<file path="config.mk">
export PLATFORM = sky130hd
export DESIGN_NAME = obstacle_deflect_walk_target
export DESIGN_NICKNAME = d
export VERILOG_FILES = /design/src/hw/rtl/odwt_pkg.sv /design/src/hw/rtl/obstacle_deflect_walk_target.sv /design/src/hw/rtl/odwt_sqrt.sv /design/src/hw/rtl/odwt_div.sv /design/src/hw/rtl/odwt_dp.sv /design/src/hw/rtl/odwt_ctrl.sv
export SDC_FILE = /design/constraint.sdc
export NUM_CORES = 2
export LEC_CHECK = 0
export ABC_AREA = 1
export ABC_CLOCK_PERIOD_IN_PS = 12140
export BUFFER_PORTS_ARGS = -buffer_cell sky130_fd_sc_hd__buf_4
export CAP_MARGIN = 30
export CORE_MARGIN = 5
export CORE_UTILIZATION = 59
export DETAILED_ROUTE_END_ITERATION = 12
export GPL_TIMING_DRIVEN = 1
export PLACE_DENSITY = 0.81
export SYNTH_ARGS = -nofsm -noshare
export SYNTH_HDL_FRONTEND = slang
export SYNTH_SLANG_ARGS = --single-unit
</file>
<file path="constraint.sdc">
create_clock -name i_clk -period 12.14 [get_ports i_clk]
set_input_delay 2.428 -clock i_clk [delete_from_list [all_inputs] [get_ports i_clk]]
set_output_delay 2.428 -clock i_clk [all_outputs]
set_load 0.01 [all_outputs]
</file>
<file path="src/hw/rtl/odwt_pkg.sv">
package odwt_pkg;

    // default field widths
    localparam int COORD_WIDTH_DEF = 16;
    localparam int ANGLE_WIDTH_DEF = 16;

    // configuration registers
    localparam int            CFG_W        = 12;
    localparam logic [11:0]   RADIUS_RESET = 12'd550;
    localparam logic [3:0]    OWN_RESET    = 4'd0;
    localparam logic          CFG_RADIUS   = 1'b0;
    localparam logic          CFG_OWN      = 1'b1;

    // item kinds
    localparam logic [1:0] FUNC_START    = 2'd0;
    localparam logic [1:0] FUNC_TEAMMATE = 2'd1;
    localparam logic [1:0] FUNC_OPPONENT = 2'd2;

    // multiplier operand selects
    localparam logic [3:0] OPD_PX   = 4'd0;
    localparam logic [3:0] OPD_PY   = 4'd1;
    localparam logic [3:0] OPD_TX   = 4'd2;
    localparam logic [3:0] OPD_TY   = 4'd3;
    localparam logic [3:0] OPD_BX   = 4'd4;
    localparam logic [3:0] OPD_BY   = 4'd5;
    localparam logic [3:0] OPD_D    = 4'd6;
    localparam logic [3:0] OPD_R    = 4'd7;
    localparam logic [3:0] OPD_C    = 4'd8;
    localparam logic [3:0] OPD_S    = 4'd9;
    localparam logic [3:0] OPD_CMH  = 4'd10;
    localparam logic [3:0] OPD_CML  = 4'd11;
    localparam logic [3:0] OPD_DOTH = 4'd12;
    localparam logic [3:0] OPD_DOTL = 4'd13;

    // accumulator operations
    localparam logic [2:0] ACC_HOLD  = 3'd0;
    localparam logic [2:0] ACC_LOAD  = 3'd1;
    localparam logic [2:0] ACC_ADD   = 3'd2;
    localparam logic [2:0] ACC_SUB   = 3'd3;
    localparam logic [2:0] ACC_SHADD = 3'd4;

    // register saves
    localparam logic [3:0] SV_NONE  = 4'd0;
    localparam logic [3:0] SV_S     = 4'd1;
    localparam logic [3:0] SV_START = 4'd2;
    localparam logic [3:0] SV_DOT   = 4'd3;
    localparam logic [3:0] SV_CROSS = 4'd4;
    localparam logic [3:0] SV_D     = 4'd5;
    localparam logic [3:0] SV_H     = 4'd6;
    localparam logic [3:0] SV_C     = 4'd7;
    localparam logic [3:0] SV_SN    = 4'd8;
    localparam logic [3:0] SV_NX    = 4'd9;
    localparam logic [3:0] SV_NY    = 4'd10;
    localparam logic [3:0] SV_BEST  = 4'd11;

    // square root sources
    localparam logic [1:0] SQ_S   = 2'd0;
    localparam logic [1:0] SQ_BD  = 2'd1;
    localparam logic [1:0] SQ_ACC = 2'd2;

    // divider numerator sources
    localparam logic DV_D = 1'b0;
    localparam logic DV_R = 1'b1;

    // output load modes
    localparam logic [1:0] OUT_NONE  = 2'd0;
    localparam logic [1:0] OUT_PLAIN = 2'd1;
    localparam logic [1:0] OUT_DEFL  = 2'd2;

    typedef struct packed {
        logic       capture;
        logic [3:0] a_sel;
        logic [3:0] b_sel;
        logic [2:0] acc_op;
        logic [3:0] save;
        logic       sq_start;
        logic [1:0] sq_src;
        logic       dv_start;
        logic       dv_src;
        logic [1:0] out_mode;
    } t_cmd;

    typedef struct packed {
        logic start_item;
        logic obstacle;
        logic last;
        logic cand;
        logic en_found;
        logic left;
        logic sq_busy;
        logic dv_busy;
    } t_sts;

endpackage

</file>
<file path="src/hw/rtl/obstacle_deflect_walk_target.sv">
// Deflects a walk target around the nearest robot that blocks it. A frame is a
// start word (target and enable) followed by robot words; the word marked last
// yields one result with the avoid flag and the new target. Words are taken one
// at a time. A robot word that passes the seen/own-number filter is worked by the
// bit-serial square root (COORD_WIDTH+1 steps) and the shared multiply-accumulate
// unit. A last word that deflects adds two square roots and two divisions, the
// latter in the restoring divider (COORD_WIDTH+ANGLE_WIDTH steps each). The result
// sits in an output register, so the next frame may start while it waits to be
// taken. Configuration writes (radius, own number) take effect at once; the user
// must make them only while the block is idle; the block does not enforce this.
module obstacle_deflect_walk_target #(
    parameter int COORD_WIDTH = odwt_pkg::COORD_WIDTH_DEF,
    parameter int ANGLE_WIDTH = odwt_pkg::ANGLE_WIDTH_DEF
) (
    input  logic                          i_clk,
    input  logic                          i_rst_n,
    input  logic                          i_cfg_wr_en,
    input  logic                          i_cfg_index,
    input  logic [odwt_pkg::CFG_W-1:0]    i_cfg_wdata,
    input  logic                          i_in_valid,
    output logic                          o_in_stall,
    input  logic [1:0]                    i_func,
    input  logic signed [COORD_WIDTH-1:0] i_pos_x,
    input  logic signed [COORD_WIDTH-1:0] i_pos_y,
    input  logic [3:0]                    i_player_number,
    input  logic                          i_seen_now,
    input  logic                          i_enable,
    input  logic                          i_last,
    output logic                          o_out_valid,
    input  logic                          i_out_stall,
    output logic                          o_avoid,
    output logic signed [COORD_WIDTH-1:0] o_new_x,
    output logic signed [COORD_WIDTH-1:0] o_new_y
);
    import odwt_pkg::*;

    t_cmd cmd;
    t_sts sts;

    odwt_ctrl u_ctrl (
        .i_clk       (i_clk),
        .i_rst_n     (i_rst_n),
        .i_in_valid  (i_in_valid),
        .o_in_stall  (o_in_stall),
        .o_out_valid (o_out_valid),
        .i_out_stall (i_out_stall),
        .i_sts       (sts),
        .o_cmd       (cmd)
    );

    odwt_dp #(.CW(COORD_WIDTH), .AW(ANGLE_WIDTH)) u_dp (
        .i_clk           (i_clk),
        .i_rst_n         (i_rst_n),
        .i_cmd           (cmd),
        .o_sts           (sts),
        .i_cfg_wr_en     (i_cfg_wr_en),
        .i_cfg_index     (i_cfg_index),
        .i_cfg_wdata     (i_cfg_wdata),
        .i_func          (i_func),
        .i_pos_x         (i_pos_x),
        .i_pos_y         (i_pos_y),
        .i_player_number (i_player_number),
        .i_seen_now      (i_seen_now),
        .i_enable        (i_enable),
        .i_last          (i_last),
        .o_avoid         (o_avoid),
        .o_new_x         (o_new_x),
        .o_new_y         (o_new_y)
    );

    // an accepted word raises the input stall in the cycle after it
    a_one_word: assert property (@(posedge i_clk) disable iff (!i_rst_n)
        (i_in_valid && !o_in_stall) |=> o_in_stall)
        else $error("input taken on consecutive cycles");

    // no result right after reset
    a_rst_out: assert property (@(posedge i_clk)
        !i_rst_n |=> !o_out_valid)
        else $error("output valid after reset");

    // a result is only raised while a word is in work
    a_out_src: assert property (@(posedge i_clk) disable iff (!i_rst_n)
        $rose(o_out_valid) |-> $past(o_in_stall))
        else $error("result without a word in work");
endmodule

</file>
<file path="src/hw/rtl/odwt_sqrt.sv">
module odwt_sqrt #(
    parameter int IN_W = 34
) (
    input  logic                i_clk,
    input  logic                i_rst_n,
    input  logic                i_start,
    input  logic [IN_W-1:0]     i_radicand,
    output logic                o_busy,
    output logic [IN_W/2-1:0]   o_root
);
    localparam int RW = IN_W / 2;
    localparam int CNT_W = $clog2(RW + 1);

    logic [IN_W-1:0]  r_rad;
    logic [RW:0]      r_rem;
    logic [RW-1:0]    r_root;
    logic [CNT_W-1:0] r_cnt;
    logic [RW+2:0]    rem_sh;
    logic [RW+2:0]    trial;
    logic             take;

    // one root bit per step from two radicand bits
    assign rem_sh = {r_rem, r_rad[IN_W-1 -: 2]};
    assign trial  = {1'b0, r_root, 2'b01};
    assign take   = (rem_sh >= trial);

    always_ff @(posedge i_clk) begin
        if (!i_rst_n) begin
            r_cnt <= '0;
        end else if (i_start) begin
            r_cnt <= CNT_W'(RW);
        end else if (r_cnt != '0) begin
            r_cnt <= r_cnt - 1'b1;
        end
    end

    always_ff @(posedge i_clk) begin
        if (i_start) begin
            r_rad  <= i_radicand;
            r_rem  <= '0;
            r_root <= '0;
        end else if (r_cnt != '0) begin
            r_rad <= {r_rad[IN_W-3:0], 2'b00};
            if (take) begin
                r_rem  <= RW'(0) + (rem_sh[RW:0] - trial[RW:0]);
                r_root <= {r_root[RW-2:0], 1'b1};
            end else begin
                r_rem  <= rem_sh[RW:0];
                r_root <= {r_root[RW-2:0], 1'b0};
            end
        end
    end

    assign o_busy = (r_cnt != '0);
    assign o_root = r_root;
endmodule

</file>
<file path="src/hw/rtl/odwt_div.sv">
module odwt_div #(
    parameter int NW = 32,
    parameter int DW = 17
) (
    input  logic          i_clk,
    input  logic          i_rst_n,
    input  logic          i_start,
    input  logic [NW-1:0] i_num,
    input  logic [DW-1:0] i_den,
    output logic          o_busy,
    output logic [NW-1:0] o_quot
);
    localparam int CNT_W = $clog2(NW + 1);

    logic [NW-1:0]    r_num;
    logic [DW-1:0]    r_den;
    logic [DW-1:0]    r_rem;
    logic [CNT_W-1:0] r_cnt;
    logic [DW:0]      rem_sh;
    logic             take;

    // restoring division, one quotient bit per step
    assign rem_sh = {r_rem, r_num[NW-1]};
    assign take   = (rem_sh >= {1'b0, r_den});

    always_ff @(posedge i_clk) begin
        if (!i_rst_n) begin
            r_cnt <= '0;
        end else if (i_start) begin
            r_cnt <= CNT_W'(NW);
        end else if (r_cnt != '0) begin
            r_cnt <= r_cnt - 1'b1;
        end
    end

    always_ff @(posedge i_clk) begin
        if (i_start) begin
            r_num <= i_num;
            r_den <= i_den;
            r_rem <= '0;
        end else if (r_cnt != '0) begin
            if (take) begin
                r_rem <= DW'(rem_sh - {1'b0, r_den});
            end else begin
                r_rem <= rem_sh[DW-1:0];
            end
            r_num <= {r_num[NW-2:0], take};
        end
    end

    assign o_busy = (r_cnt != '0);
    assign o_quot = r_num;
endmodule

</file>
<file path="src/hw/rtl/odwt_dp.sv">
module odwt_dp #(
    parameter int CW = 16,
    parameter int AW = 16
) (
    input  logic                  i_clk,
    input  logic                  i_rst_n,
    input  odwt_pkg::t_cmd        i_cmd,
    output odwt_pkg::t_sts        o_sts,
    input  logic                  i_cfg_wr_en,
    input  logic                  i_cfg_index,
    input  logic [11:0]           i_cfg_wdata,
    input  logic [1:0]            i_func,
    input  logic signed [CW-1:0]  i_pos_x,
    input  logic signed [CW-1:0]  i_pos_y,
    input  logic [3:0]            i_player_number,
    input  logic                  i_seen_now,
    input  logic                  i_enable,
    input  logic                  i_last,
    output logic                  o_avoid,
    output logic signed [CW-1:0]  o_new_x,
    output logic signed [CW-1:0]  o_new_y
);
    import odwt_pkg::*;

    localparam int F   = AW - 2;
    localparam int SW  = 2 * CW;
    localparam int RW  = CW + 1;
    localparam int SQW = 2 * CW + 2;
    localparam int MW  = (CW + 2 > F + 2) ? CW + 2 : F + 2;
    localparam int ACW = (3 * CW + 2 > 2 * MW + 2) ? 3 * CW + 2 : 2 * MW + 2;
    localparam int NW  = CW + F + 2;

    // configuration
    logic [11:0] r_radius;
    logic [3:0]  r_own;

    // captured item
    logic [1:0]           r_func;
    logic signed [CW-1:0] r_px, r_py;
    logic [3:0]           r_pn;
    logic                 r_seen, r_en_in, r_last;

    // frame state
    logic signed [CW-1:0] r_tx, r_ty, r_bx, r_by;
    logic [SW-1:0]        r_bd;
    logic                 r_left, r_found, r_en;

    // work registers
    logic [SW-1:0]         r_s;
    logic signed [SW:0]    r_dot, r_cross;
    logic [RW-1:0]         r_d, r_h;
    logic [F:0]            r_c, r_sn;
    logic signed [CW-1:0]  r_nx, r_ny;
    logic signed [ACW-1:0] r_acc;

    logic signed [MW-1:0]   op_a, op_b;
    logic signed [2*MW-1:0] prod;
    logic signed [ACW-1:0]  prod_x;
    logic [SW:0]            cm;
    logic [SQW-1:0]         sq_in;
    logic [RW-1:0]          sq_root;
    logic                   sq_busy, dv_busy;
    logic [NW-1:0]          dv_num, dv_quot;
    logic [F:0]             frac_q;
    logic                   cand;
    logic                   acc_neg;
    logic [ACW-1:0]         rnd_mag, rnd_q;
    logic signed [ACW-1:0]  rnd_v;
    logic signed [CW-1:0]   rnd_sat;

    localparam logic signed [ACW-1:0] CMAX = {{(ACW-CW+1){1'b0}}, {(CW-1){1'b1}}};
    localparam logic signed [ACW-1:0] CMIN = {{(ACW-CW+1){1'b1}}, {(CW-1){1'b0}}};
    localparam logic [ACW-1:0]        HALF = ACW'(1) << (F - 1);
    localparam logic [F:0]            UNITY = (F+1)'(1) << F;

    // write configuration
    always_ff @(posedge i_clk) begin
        if (!i_rst_n) begin
            r_radius <= RADIUS_RESET;
            r_own    <= OWN_RESET;
        end else if (i_cfg_wr_en) begin
            case (i_cfg_index)
                CFG_RADIUS: r_radius <= i_cfg_wdata;
                CFG_OWN:    r_own    <= i_cfg_wdata[3:0];
                default:    r_own    <= r_own;
            endcase
        end
    end

    // magnitude of the cross product
    assign cm = r_cross[SW] ? SW'(0) - r_cross : r_cross;

    // select one multiplier operand
    function automatic logic signed [MW-1:0] pick(input logic [3:0] sel,
        input logic signed [CW-1:0] px, input logic signed [CW-1:0] py,
        input logic signed [CW-1:0] tx, input logic signed [CW-1:0] ty,
        input logic signed [CW-1:0] bx, input logic signed [CW-1:0] by,
        input logic [RW-1:0] d, input logic [11:0] rad,
        input logic [F:0] c, input logic [F:0] sn,
        input logic [SW:0] cmv, input logic signed [SW:0] dot);
        logic signed [MW-1:0] v;
        case (sel)
            OPD_PX:   v = {{(MW-CW){px[CW-1]}}, px};
            OPD_PY:   v = {{(MW-CW){py[CW-1]}}, py};
            OPD_TX:   v = {{(MW-CW){tx[CW-1]}}, tx};
            OPD_TY:   v = {{(MW-CW){ty[CW-1]}}, ty};
            OPD_BX:   v = {{(MW-CW){bx[CW-1]}}, bx};
            OPD_BY:   v = {{(MW-CW){by[CW-1]}}, by};
            OPD_D:    v = {{(MW-RW){1'b0}}, d};
            OPD_R:    v = {{(MW-12){1'b0}}, rad};
            OPD_C:    v = {{(MW-F-1){1'b0}}, c};
            OPD_S:    v = {{(MW-F-1){1'b0}}, sn};
            OPD_CMH:  v = {{(MW-CW){1'b0}}, cmv[SW-1:CW]};
            OPD_CML:  v = {{(MW-CW){1'b0}}, cmv[CW-1:0]};
            OPD_DOTH: v = {{(MW-CW){1'b0}}, dot[SW-1:CW]};
            OPD_DOTL: v = {{(MW-CW){1'b0}}, dot[CW-1:0]};
            default:  v = '0;
        endcase
        return v;
    endfunction

    assign op_a = pick(i_cmd.a_sel, r_px, r_py, r_tx, r_ty, r_bx, r_by, r_d, r_radius,
                       r_c, r_sn, cm, r_dot);
    assign op_b = pick(i_cmd.b_sel, r_px, r_py, r_tx, r_ty, r_bx, r_by, r_d, r_radius,
                       r_c, r_sn, cm, r_dot);
    assign prod   = op_a * op_b;
    assign prod_x = {{(ACW-2*MW){prod[2*MW-1]}}, prod};

    // accumulate products
    always_ff @(posedge i_clk) begin
        case (i_cmd.acc_op)
            ACC_LOAD:  r_acc <= prod_x;
            ACC_ADD:   r_acc <= r_acc + prod_x;
            ACC_SUB:   r_acc <= r_acc - prod_x;
            ACC_SHADD: r_acc <= (r_acc <<< CW) + prod_x;
            default:   r_acc <= r_acc;
        endcase
    end

    // round the accumulator half away from zero and clamp
    assign acc_neg = r_acc[ACW-1];
    assign rnd_mag = acc_neg ? ACW'(0) - r_acc : r_acc;
    assign rnd_q   = (rnd_mag + HALF) >> F;
    assign rnd_v   = acc_neg ? ACW'(0) - rnd_q : rnd_q;
    assign rnd_sat = (rnd_v > CMAX) ? CMAX[CW-1:0] :
                     (rnd_v < CMIN) ? CMIN[CW-1:0] : rnd_v[CW-1:0];

    // blocker test: nearer, in front, and lateral offset under the radius
    assign cand = (r_s < r_bd) && !r_dot[SW] && (r_dot != '0)
               && !r_acc[ACW-1] && (r_acc != '0);

    // iterative units
    always_comb begin
        case (i_cmd.sq_src)
            SQ_S:    sq_in = {2'b00, r_s};
            SQ_BD:   sq_in = {2'b00, r_bd};
            default: sq_in = r_acc[SQW-1:0];
        endcase
    end

    assign dv_num = (i_cmd.dv_src == DV_R)
                  ? NW'({r_radius, {F{1'b0}}}) + NW'(r_h >> 1)
                  : NW'({r_d, {F{1'b0}}}) + NW'(r_h >> 1);
    assign frac_q = (r_h == '0) ? UNITY : dv_quot[F:0];

    odwt_sqrt #(.IN_W(SQW)) u_sqrt (
        .i_clk      (i_clk),
        .i_rst_n    (i_rst_n),
        .i_start    (i_cmd.sq_start),
        .i_radicand (sq_in),
        .o_busy     (sq_busy),
        .o_root     (sq_root)
    );

    odwt_div #(.NW(NW), .DW(RW)) u_div (
        .i_clk   (i_clk),
        .i_rst_n (i_rst_n),
        .i_start (i_cmd.dv_start),
        .i_num   (dv_num),
        .i_den   (r_h),
        .o_busy  (dv_busy),
        .o_quot  (dv_quot)
    );

    // capture the accepted word
    always_ff @(posedge i_clk) begin
        if (i_cmd.capture) begin
            r_func  <= i_func;
            r_px    <= i_pos_x;
            r_py    <= i_pos_y;
            r_pn    <= i_player_number;
            r_seen  <= i_seen_now;
            r_en_in <= i_enable;
            r_last  <= i_last;
        end
    end

    // frame state updates
    always_ff @(posedge i_clk) begin
        if (!i_rst_n) begin
            r_tx    <= '0;
            r_ty    <= '0;
            r_bx    <= '0;
            r_by    <= '0;
            r_bd    <= '0;
            r_left  <= 1'b0;
            r_found <= 1'b0;
            r_en    <= 1'b0;
        end else begin
            case (i_cmd.save)
                SV_START: begin
                    r_tx    <= r_px;
                    r_ty    <= r_py;
                    r_en    <= r_en_in;
                    r_found <= 1'b0;
                    r_bd    <= r_acc[SW-1:0];
                end
                SV_BEST: begin
                    if (cand) begin
                        r_bd    <= r_s;
                        r_bx    <= r_px;
                        r_by    <= r_py;
                        r_left  <= !r_cross[SW] && (r_cross != '0);
                        r_found <= 1'b1;
                    end
                end
                default: r_found <= r_found;
            endcase
        end
    end

    // work register saves
    always_ff @(posedge i_clk) begin
        case (i_cmd.save)
            SV_S:     r_s     <= r_acc[SW-1:0];
            SV_DOT:   r_dot   <= r_acc[SW:0];
            SV_CROSS: r_cross <= r_acc[SW:0];
            SV_D:     r_d     <= sq_root;
            SV_H:     r_h     <= sq_root;
            SV_C:     r_c     <= frac_q;
            SV_SN:    r_sn    <= frac_q;
            SV_NX:    r_nx    <= rnd_sat;
            SV_NY:    r_ny    <= rnd_sat;
            default:  r_s     <= r_s;
        endcase
    end

    // output word
    always_ff @(posedge i_clk) begin
        case (i_cmd.out_mode)
            OUT_PLAIN: begin
                o_avoid <= 1'b0;
                o_new_x <= r_tx;
                o_new_y <= r_ty;
            end
            OUT_DEFL: begin
                o_avoid <= 1'b1;
                o_new_x <= r_nx;
                o_new_y <= r_ny;
            end
            default: o_avoid <= o_avoid;
        endcase
    end

    // status to the controller
    assign o_sts.start_item = (r_func == FUNC_START);
    assign o_sts.obstacle   = r_seen && ((r_func == FUNC_OPPONENT)
                            || ((r_func == FUNC_TEAMMATE) && (r_pn != r_own)));
    assign o_sts.last       = r_last;
    assign o_sts.cand       = cand;
    assign o_sts.en_found   = r_en && r_found;
    assign o_sts.left       = r_left;
    assign o_sts.sq_busy    = sq_busy;
    assign o_sts.dv_busy    = dv_busy;
endmodule

</file>
<file path="src/hw/rtl/odwt_ctrl.sv">
module odwt_ctrl (
    input  logic           i_clk,
    input  logic           i_rst_n,
    input  logic           i_in_valid,
    output logic           o_in_stall,
    output logic           o_out_valid,
    input  logic           i_out_stall,
    input  odwt_pkg::t_sts i_sts,
    output odwt_pkg::t_cmd o_cmd
);
    import odwt_pkg::*;

    localparam logic [5:0] ST_IDLE = 6'd0;
    localparam logic [5:0] ST_DISP = 6'd1;
    localparam logic [5:0] ST_T1   = 6'd2;
    localparam logic [5:0] ST_T2   = 6'd3;
    localparam logic [5:0] ST_T3   = 6'd4;
    localparam logic [5:0] ST_O1   = 6'd5;
    localparam logic [5:0] ST_O2   = 6'd6;
    localparam logic [5:0] ST_O3   = 6'd7;
    localparam logic [5:0] ST_O4   = 6'd8;
    localparam logic [5:0] ST_O5   = 6'd9;
    localparam logic [5:0] ST_O6   = 6'd10;
    localparam logic [5:0] ST_O7   = 6'd11;
    localparam logic [5:0] ST_O8   = 6'd12;
    localparam logic [5:0] ST_O9   = 6'd13;
    localparam logic [5:0] ST_O10  = 6'd14;
    localparam logic [5:0] ST_O11  = 6'd15;
    localparam logic [5:0] ST_O12  = 6'd16;
    localparam logic [5:0] ST_O13  = 6'd17;
    localparam logic [5:0] ST_FIN  = 6'd18;
    localparam logic [5:0] ST_L1   = 6'd19;
    localparam logic [5:0] ST_L2   = 6'd20;
    localparam logic [5:0] ST_L3   = 6'd21;
    localparam logic [5:0] ST_L4   = 6'd22;
    localparam logic [5:0] ST_L5   = 6'd23;
    localparam logic [5:0] ST_L6   = 6'd24;
    localparam logic [5:0] ST_L7   = 6'd25;
    localparam logic [5:0] ST_L8   = 6'd26;
    localparam logic [5:0] ST_L9   = 6'd27;
    localparam logic [5:0] ST_L10  = 6'd28;
    localparam logic [5:0] ST_L11  = 6'd29;
    localparam logic [5:0] ST_L12  = 6'd30;
    localparam logic [5:0] ST_L13  = 6'd31;
    localparam logic [5:0] ST_L14  = 6'd32;
    localparam logic [5:0] ST_L15  = 6'd33;
    localparam logic [5:0] ST_EMP  = 6'd34;
    localparam logic [5:0] ST_EMD  = 6'd35;

    logic [5:0] r_state, n_state;
    logic       r_out_valid, n_out_valid;
    logic       out_free;

    assign out_free    = !r_out_valid || !i_out_stall;
    assign o_in_stall  = (r_state != ST_IDLE);
    assign o_out_valid = r_out_valid;

    always_ff @(posedge i_clk) begin
        if (!i_rst_n) begin
            r_state     <= ST_IDLE;
            r_out_valid <= 1'b0;
        end else begin
            r_state     <= n_state;
            r_out_valid <= n_out_valid;
        end
    end

    // sequence the datapath
    always_comb begin
        n_state     = r_state;
        n_out_valid = r_out_valid && i_out_stall;
        o_cmd       = '0;
        case (r_state)
            ST_IDLE: begin
                if (i_in_valid) begin
                    o_cmd.capture = 1'b1;
                    n_state = ST_DISP;
                end
            end
            ST_DISP: begin
                if (i_sts.start_item) n_state = ST_T1;
                else if (i_sts.obstacle) n_state = ST_O1;
                else n_state = ST_FIN;
            end
            // start word: squared target length
            ST_T1: begin
                o_cmd.a_sel = OPD_PX; o_cmd.b_sel = OPD_PX; o_cmd.acc_op = ACC_LOAD;
                n_state = ST_T2;
            end
            ST_T2: begin
                o_cmd.a_sel = OPD_PY; o_cmd.b_sel = OPD_PY; o_cmd.acc_op = ACC_ADD;
                n_state = ST_T3;
            end
            ST_T3: begin
                o_cmd.save = SV_START;
                n_state = ST_FIN;
            end
            // obstacle word: distance, dot, cross, lateral test
            ST_O1: begin
                o_cmd.a_sel = OPD_PX; o_cmd.b_sel = OPD_PX; o_cmd.acc_op = ACC_LOAD;
                n_state = ST_O2;
            end
            ST_O2: begin
                o_cmd.a_sel = OPD_PY; o_cmd.b_sel = OPD_PY; o_cmd.acc_op = ACC_ADD;
                n_state = ST_O3;
            end
            ST_O3: begin
                o_cmd.save = SV_S;
                o_cmd.a_sel = OPD_TX; o_cmd.b_sel = OPD_PX; o_cmd.acc_op = ACC_LOAD;
                n_state = ST_O4;
            end
            ST_O4: begin
                o_cmd.a_sel = OPD_TY; o_cmd.b_sel = OPD_PY; o_cmd.acc_op = ACC_ADD;
                n_state = ST_O5;
            end
            ST_O5: begin
                o_cmd.save = SV_DOT;
                o_cmd.a_sel = OPD_TX; o_cmd.b_sel = OPD_PY; o_cmd.acc_op = ACC_LOAD;
                n_state = ST_O6;
            end
            ST_O6: begin
                o_cmd.a_sel = OPD_TY; o_cmd.b_sel = OPD_PX; o_cmd.acc_op = ACC_SUB;
                n_state = ST_O7;
            end
            ST_O7: begin
                o_cmd.save = SV_CROSS;
                o_cmd.sq_start = 1'b1; o_cmd.sq_src = SQ_S;
                n_state = ST_O8;
            end
            ST_O8: begin
                if (!i_sts.sq_busy) begin
                    o_cmd.save = SV_D;
                    n_state = ST_O9;
                end
            end
            ST_O9: begin
                o_cmd.a_sel = OPD_R; o_cmd.b_sel = OPD_DOTH; o_cmd.acc_op = ACC_LOAD;
                n_state = ST_O10;
            end
            ST_O10: begin
                o_cmd.a_sel = OPD_D; o_cmd.b_sel = OPD_CMH; o_cmd.acc_op = ACC_SUB;
                n_state = ST_O11;
            end
            ST_O11: begin
                o_cmd.a_sel = OPD_R; o_cmd.b_sel = OPD_DOTL; o_cmd.acc_op = ACC_SHADD;
                n_state = ST_O12;
            end
            ST_O12: begin
                o_cmd.a_sel = OPD_D; o_cmd.b_sel = OPD_CML; o_cmd.acc_op = ACC_SUB;
                n_state = ST_O13;
            end
            ST_O13: begin
                o_cmd.save = SV_BEST;
                n_state = ST_FIN;
            end
            ST_FIN: begin
                if (!i_sts.last) n_state = ST_IDLE;
                else if (i_sts.en_found) n_state = ST_L1;
                else n_state = ST_EMP;
            end
            // last word: opening angle and turned target
            ST_L1: begin
                o_cmd.sq_start = 1'b1; o_cmd.sq_src = SQ_BD;
                n_state = ST_L2;
            end
            ST_L2: begin
                if (!i_sts.sq_busy) begin
                    o_cmd.save = SV_D;
                    n_state = ST_L3;
                end
            end
            ST_L3: begin
                o_cmd.a_sel = OPD_D; o_cmd.b_sel = OPD_D; o_cmd.acc_op = ACC_LOAD;
                n_state = ST_L4;
            end
            ST_L4: begin
                o_cmd.a_sel = OPD_R; o_cmd.b_sel = OPD_R; o_cmd.acc_op = ACC_ADD;
                n_state = ST_L5;
            end
            ST_L5: begin
                o_cmd.sq_start = 1'b1; o_cmd.sq_src = SQ_ACC;
                n_state = ST_L6;
            end
            ST_L6: begin
                if (!i_sts.sq_busy) begin
                    o_cmd.save = SV_H;
                    n_state = ST_L7;
                end
            end
            ST_L7: begin
                o_cmd.dv_start = 1'b1; o_cmd.dv_src = DV_D;
                n_state = ST_L8;
            end
            ST_L8: begin
                if (!i_sts.dv_busy) begin
                    o_cmd.save = SV_C;
                    n_state = ST_L9;
                end
            end
            ST_L9: begin
                o_cmd.dv_start = 1'b1; o_cmd.dv_src = DV_R;
                n_state = ST_L10;
            end
            ST_L10: begin
                if (!i_sts.dv_busy) begin
                    o_cmd.save = SV_SN;
                    n_state = ST_L11;
                end
            end
            ST_L11: begin
                o_cmd.a_sel = OPD_BX; o_cmd.b_sel = OPD_C; o_cmd.acc_op = ACC_LOAD;
                n_state = ST_L12;
            end
            ST_L12: begin
                o_cmd.a_sel = OPD_BY; o_cmd.b_sel = OPD_S;
                o_cmd.acc_op = i_sts.left ? ACC_ADD : ACC_SUB;
                n_state = ST_L13;
            end
            ST_L13: begin
                o_cmd.save = SV_NX;
                o_cmd.a_sel = OPD_BY; o_cmd.b_sel = OPD_C; o_cmd.acc_op = ACC_LOAD;
                n_state = ST_L14;
            end
            ST_L14: begin
                o_cmd.a_sel = OPD_BX; o_cmd.b_sel = OPD_S;
                o_cmd.acc_op = i_sts.left ? ACC_SUB : ACC_ADD;
                n_state = ST_L15;
            end
            ST_L15: begin
                o_cmd.save = SV_NY;
                n_state = ST_EMD;
            end
            // hold until the output register is free
            ST_EMP: begin
                if (out_free) begin
                    o_cmd.out_mode = OUT_PLAIN;
                    n_out_valid = 1'b1;
                    n_state = ST_IDLE;
                end
            end
            ST_EMD: begin
                if (out_free) begin
                    o_cmd.out_mode = OUT_DEFL;
                    n_out_valid = 1'b1;
                    n_state = ST_IDLE;
                end
            end
            default: n_state = ST_IDLE;
        endcase
    end
endmodule
</file>
==> results.sh <==
export IMPL_result_of_the_run="complete, no violations"
export IMPL_grt_overflow_total=0
export IMPL_cell_occurring_most_often_along_the_worst_timing_path="sky130_fd_sc_hd__inv_1"
export IMPL_fin_ws_ns=0.488
export IMPL_avgViaCountPerCell=5.91
export IMPL_hold_viol_final=0
export IMPL_row_cnt=105
export IMPL_setup_worst_path_end_class="register"
export IMPL_worstSkewPairLatency_ns=0.66
export IMPL_synth_area_per_cell_um2=7.88
export IMPL_cts_tree="built"
export IMPL_initialDrtViolationCount=4800
export IMPL_clock_path_buffers=3
export IMPL_startpoint="u_ctrl.r_state[1]$_SDFFE_PN0P_"
export IMPL_regToRegStartpoint="u_ctrl.r_state[1]$_SDFFE_PN0P_"
export IMPL_grt_first_pass_wirelength_um=247000
export IMPL_reg2reg_setup_slack_ns=0.49
export IMPL_share_of_synthesized_registers_carrying_an_async_set_or_reset=0
export IMPL_minimum_clock_period_ns=11.65
export IMPL_grt_start_max_net_pins=76
export IMPL_gpl_final_weighted_congestion=1.01
export IMPL_port_buffers=93
export IMPL_hp_class="reg -> reg"
export IMPL_floorplan_initialDensity=0.596
export IMPL_critPathArrivalTime_ns=12.02
export IMPL_cts_inserted_buffers=67
export IMPL_synth_sequential_area_ratio=0.321
export IMPL_achievable_frequency_mhz=85.8
export IMPL_report_final_setup_viol=0
export IMPL_fp_dieArea_mm2=0.0891
export IMPL_ws_path_type="reg -> reg"
export IMPL_timing_critical_path_required_ns=12.51
export IMPL_place_hpwl_um=126000
export IMPL_timing_final_max_slew_violations=0
export IMPL_vias=44723
export IMPL_preCtsSetupSlack_ns=-0.0379
export IMPL_syn_cell_area_mm2=0.0491
export IMPL_path_clk_slew_ns=0.06
export IMPL_maxSlewHeadroom=0.330
export IMPL_n_fill_cell=6975
export IMPL_ys_flop_type="sky130_fd_sc_hd__edfxtp_1"
export IMPL_synthesis_yosys_warnings=0
export IMPL_root_buffer="sky130_fd_sc_hd__clkbuf_16"
export IMPL_yosys_cell_types_count=69
export IMPL_final_layout_size_suffix_gt1_frac=0.101
export IMPL_rsz0062_at_grt="true"
export IMPL_postRouteWirelength_um=162000
export IMPL_chipHeight_um=298
export IMPL_clock_sink_count=586
export IMPL_post_drt_wl_per_cell_um=21.4
export IMPL_number_of_routed_nets_with_antenna_violations=0
export IMPL_syn_instance_count=6235
export IMPL_timing_critical_path_from_type="register"
export IMPL_cp_slowest_cell="sky130_fd_sc_hd__fa_1"
export IMPL_boundaryPins=94
export IMPL_worst_path_largest_cell_delay_ns=0.63
export IMPL_cp_max_fo=16
export IMPL_final_nets=7085
export IMPL_yosys_register_bits=586
export IMPL_seqCellArea_mm2=0.0157
export IMPL_grt_pass1_vias=42424
export IMPL_min_from="u_dp.u_sqrt.o_root[15]$_SDFFE_PN0N_"
export IMPL_drcViolationCount=0
export IMPL_initial_antenna_violation_count=3
export IMPL_gr_usage_all_layers=0.354
export IMPL_post_cts_hold_buffer_count=0
export IMPL_syn_to_final_growth_pct=12.3
export IMPL_drt_pass1_iter_count=8
export IMPL_fin_skew_ns=0.0563
export IMPL_post_synth_edffs=401
export IMPL_sum_of_negative_setup_slack_ns=0
export IMPL_drv_max_cap_violation_count=0
export IMPL_floorplan_core_area_mm2=0.0824
export IMPL_tightestPinTransition_ns=1.00
export IMPL_syn_num_nets=6882
export IMPL_multi_input_area_mm2=0.0290
export IMPL_cts_htree_levels=3
export IMPL_timing_final_crit_share=0.960
export IMPL_die_w_um=298
==> metrics by stage <==
step                hold slack, ns  instance area (um2)  instances   util
floorplan                    0.426                49100       6235      -
finish                       0.440                55200       7564  0.670
global route                 0.476                55200       7562  0.670
global placement             0.434                52000       7413  0.631
detailed placement           0.442                52000       7415  0.632
CTS                          0.447                54300       7538  0.660
==> flip-flops by register name, indices dropped and copies added, names as in the netlist, 17 cells and up <==
name,cells
u_dp.r_h,17
u_dp.u_div.r_den,17
u_dp.u_div.r_rem,17
u_dp.u_sqrt.r_rad,34
u_dp.r_cross,33
u_dp.r_s,32
u_dp.u_div.o_quot,32
u_dp.r_bd,32
u_dp.r_d,17
u_dp.r_acc,50
u_dp.r_dot,33
u_dp.u_sqrt.o_root,17
u_dp.u_sqrt.r_rem,18
==> worst max-delay path: cells and delay by family, from the launching register on <==
kind	cells	cell delay (ns)
AOI/OAI and AO/OA	5	1.06
xor gates and xnor gates	3	0.53
adders and majority gates	8	4.01
buffers and inverters	14	1.79
DFF	1	0.39
and+or+nand+nor	22	3.57
==> timing repair <==
| item | CTS | global route |
|---|---|---|
| pin swaps | 0 | 28 |
| buffers inserted | 0 | 23 |
| resized for setup | 3 | 134 |
| endpoints found under the setup margin | 4 | 27 |
==> routing by layer <==
metal | GRT usage | up-vias | routed length [um]
li1 | - | 20791 | -
met1 | 0.468 | 21045 | 63000
met2 | 0.549 | 2376 | 71200
met3 | 0.0817 | 511 | 17400
met4 | 0.182 | 0 | 10600
met5 | 0 | - | 0
==> path summary, 6_finish.rpt <==
check / to / cells after the start
max: u_dp.r_acc[49]$_DFFE_PP_ / 52
min: u_dp.r_h[15]$_DFFE_PN_ / 0
max reg2reg: u_dp.r_acc[49]$_DFFE_PP_ / 52
min reg2reg: u_dp.r_h[15]$_DFFE_PN_ / 0
==> synthesized netlist by cell type (23+ instances only) <==
cell type | instances | area [um2]
sky130_fd_sc_hd__a211oi_1 | 101 | 758
sky130_fd_sc_hd__a21oi_1 | 369 | 1850
sky130_fd_sc_hd__a221oi_1 | 35 | 307
sky130_fd_sc_hd__a31oi_1 | 41 | 257
sky130_fd_sc_hd__clkbuf_1 | 146 | 548
sky130_fd_sc_hd__dfxtp_1 | 185 | 3700
sky130_fd_sc_hd__edfxtp_1 | 401 | 12000
sky130_fd_sc_hd__fa_1 | 334 | 6690
sky130_fd_sc_hd__ha_1 | 254 | 3180
sky130_fd_sc_hd__inv_1 | 1102 | 4140
sky130_fd_sc_hd__nand2_1 | 1192 | 4470
sky130_fd_sc_hd__nand2_2 | 29 | 181
sky130_fd_sc_hd__nand3_1 | 265 | 1330
sky130_fd_sc_hd__nand3b_1 | 24 | 180
sky130_fd_sc_hd__nand4_1 | 50 | 313
sky130_fd_sc_hd__nor2_1 | 689 | 2590
sky130_fd_sc_hd__nor2_2 | 27 | 169
sky130_fd_sc_hd__nor3_1 | 50 | 250
sky130_fd_sc_hd__nor4_1 | 31 | 194
sky130_fd_sc_hd__o211ai_1 | 23 | 173
sky130_fd_sc_hd__o21ai_0 | 363 | 1820
sky130_fd_sc_hd__o22ai_1 | 91 | 569
sky130_fd_sc_hd__or2_2 | 24 | 150
sky130_fd_sc_hd__xnor2_1 | 52 | 455
sky130_fd_sc_hd__xor2_1 | 121 | 1060
==> placed cells by master, fill, tap and decap left out, types with 91 or more instances in the layout <==
cell	instances
sky130_fd_sc_hd__a211oi_1	100
sky130_fd_sc_hd__a21oi_1	354
sky130_fd_sc_hd__buf_4	298
sky130_fd_sc_hd__dfxtp_1	185
sky130_fd_sc_hd__edfxtp_1	401
sky130_fd_sc_hd__fa_1	330
sky130_fd_sc_hd__ha_1	242
sky130_fd_sc_hd__inv_1	1096
sky130_fd_sc_hd__nand2_1	1184
sky130_fd_sc_hd__nand3_1	258
sky130_fd_sc_hd__nor2_1	677
sky130_fd_sc_hd__o21ai_0	353
sky130_fd_sc_hd__o22ai_1	91
sky130_fd_sc_hd__xor2_1	110
==> cell families after synthesis <==
kind of cell | share of synthesized area
flip-flops | 0.321
adder cells (fa/ha/maj) | 0.201
AND/OR/NAND/NOR | 0.209
buffers and inverters | 0.101
AO/OA/AOI/OAI | 0.138
XOR/XNOR | 0.0309
==> layout make-up <==
type,instances,area share
timing repair buffer,309,0.0444
inverter,1138,0.0778
multi-input combinational,4336,0.527
sequential,586,0.285
clock buffer,86,0.0333
clock inverter,37,0.00805
antenna,2,0.0000907
tap,1070,0.0243
Power is not shown: default switching activity piles up to over one toggle a cycle in this logic, so the estimate is an artifact.
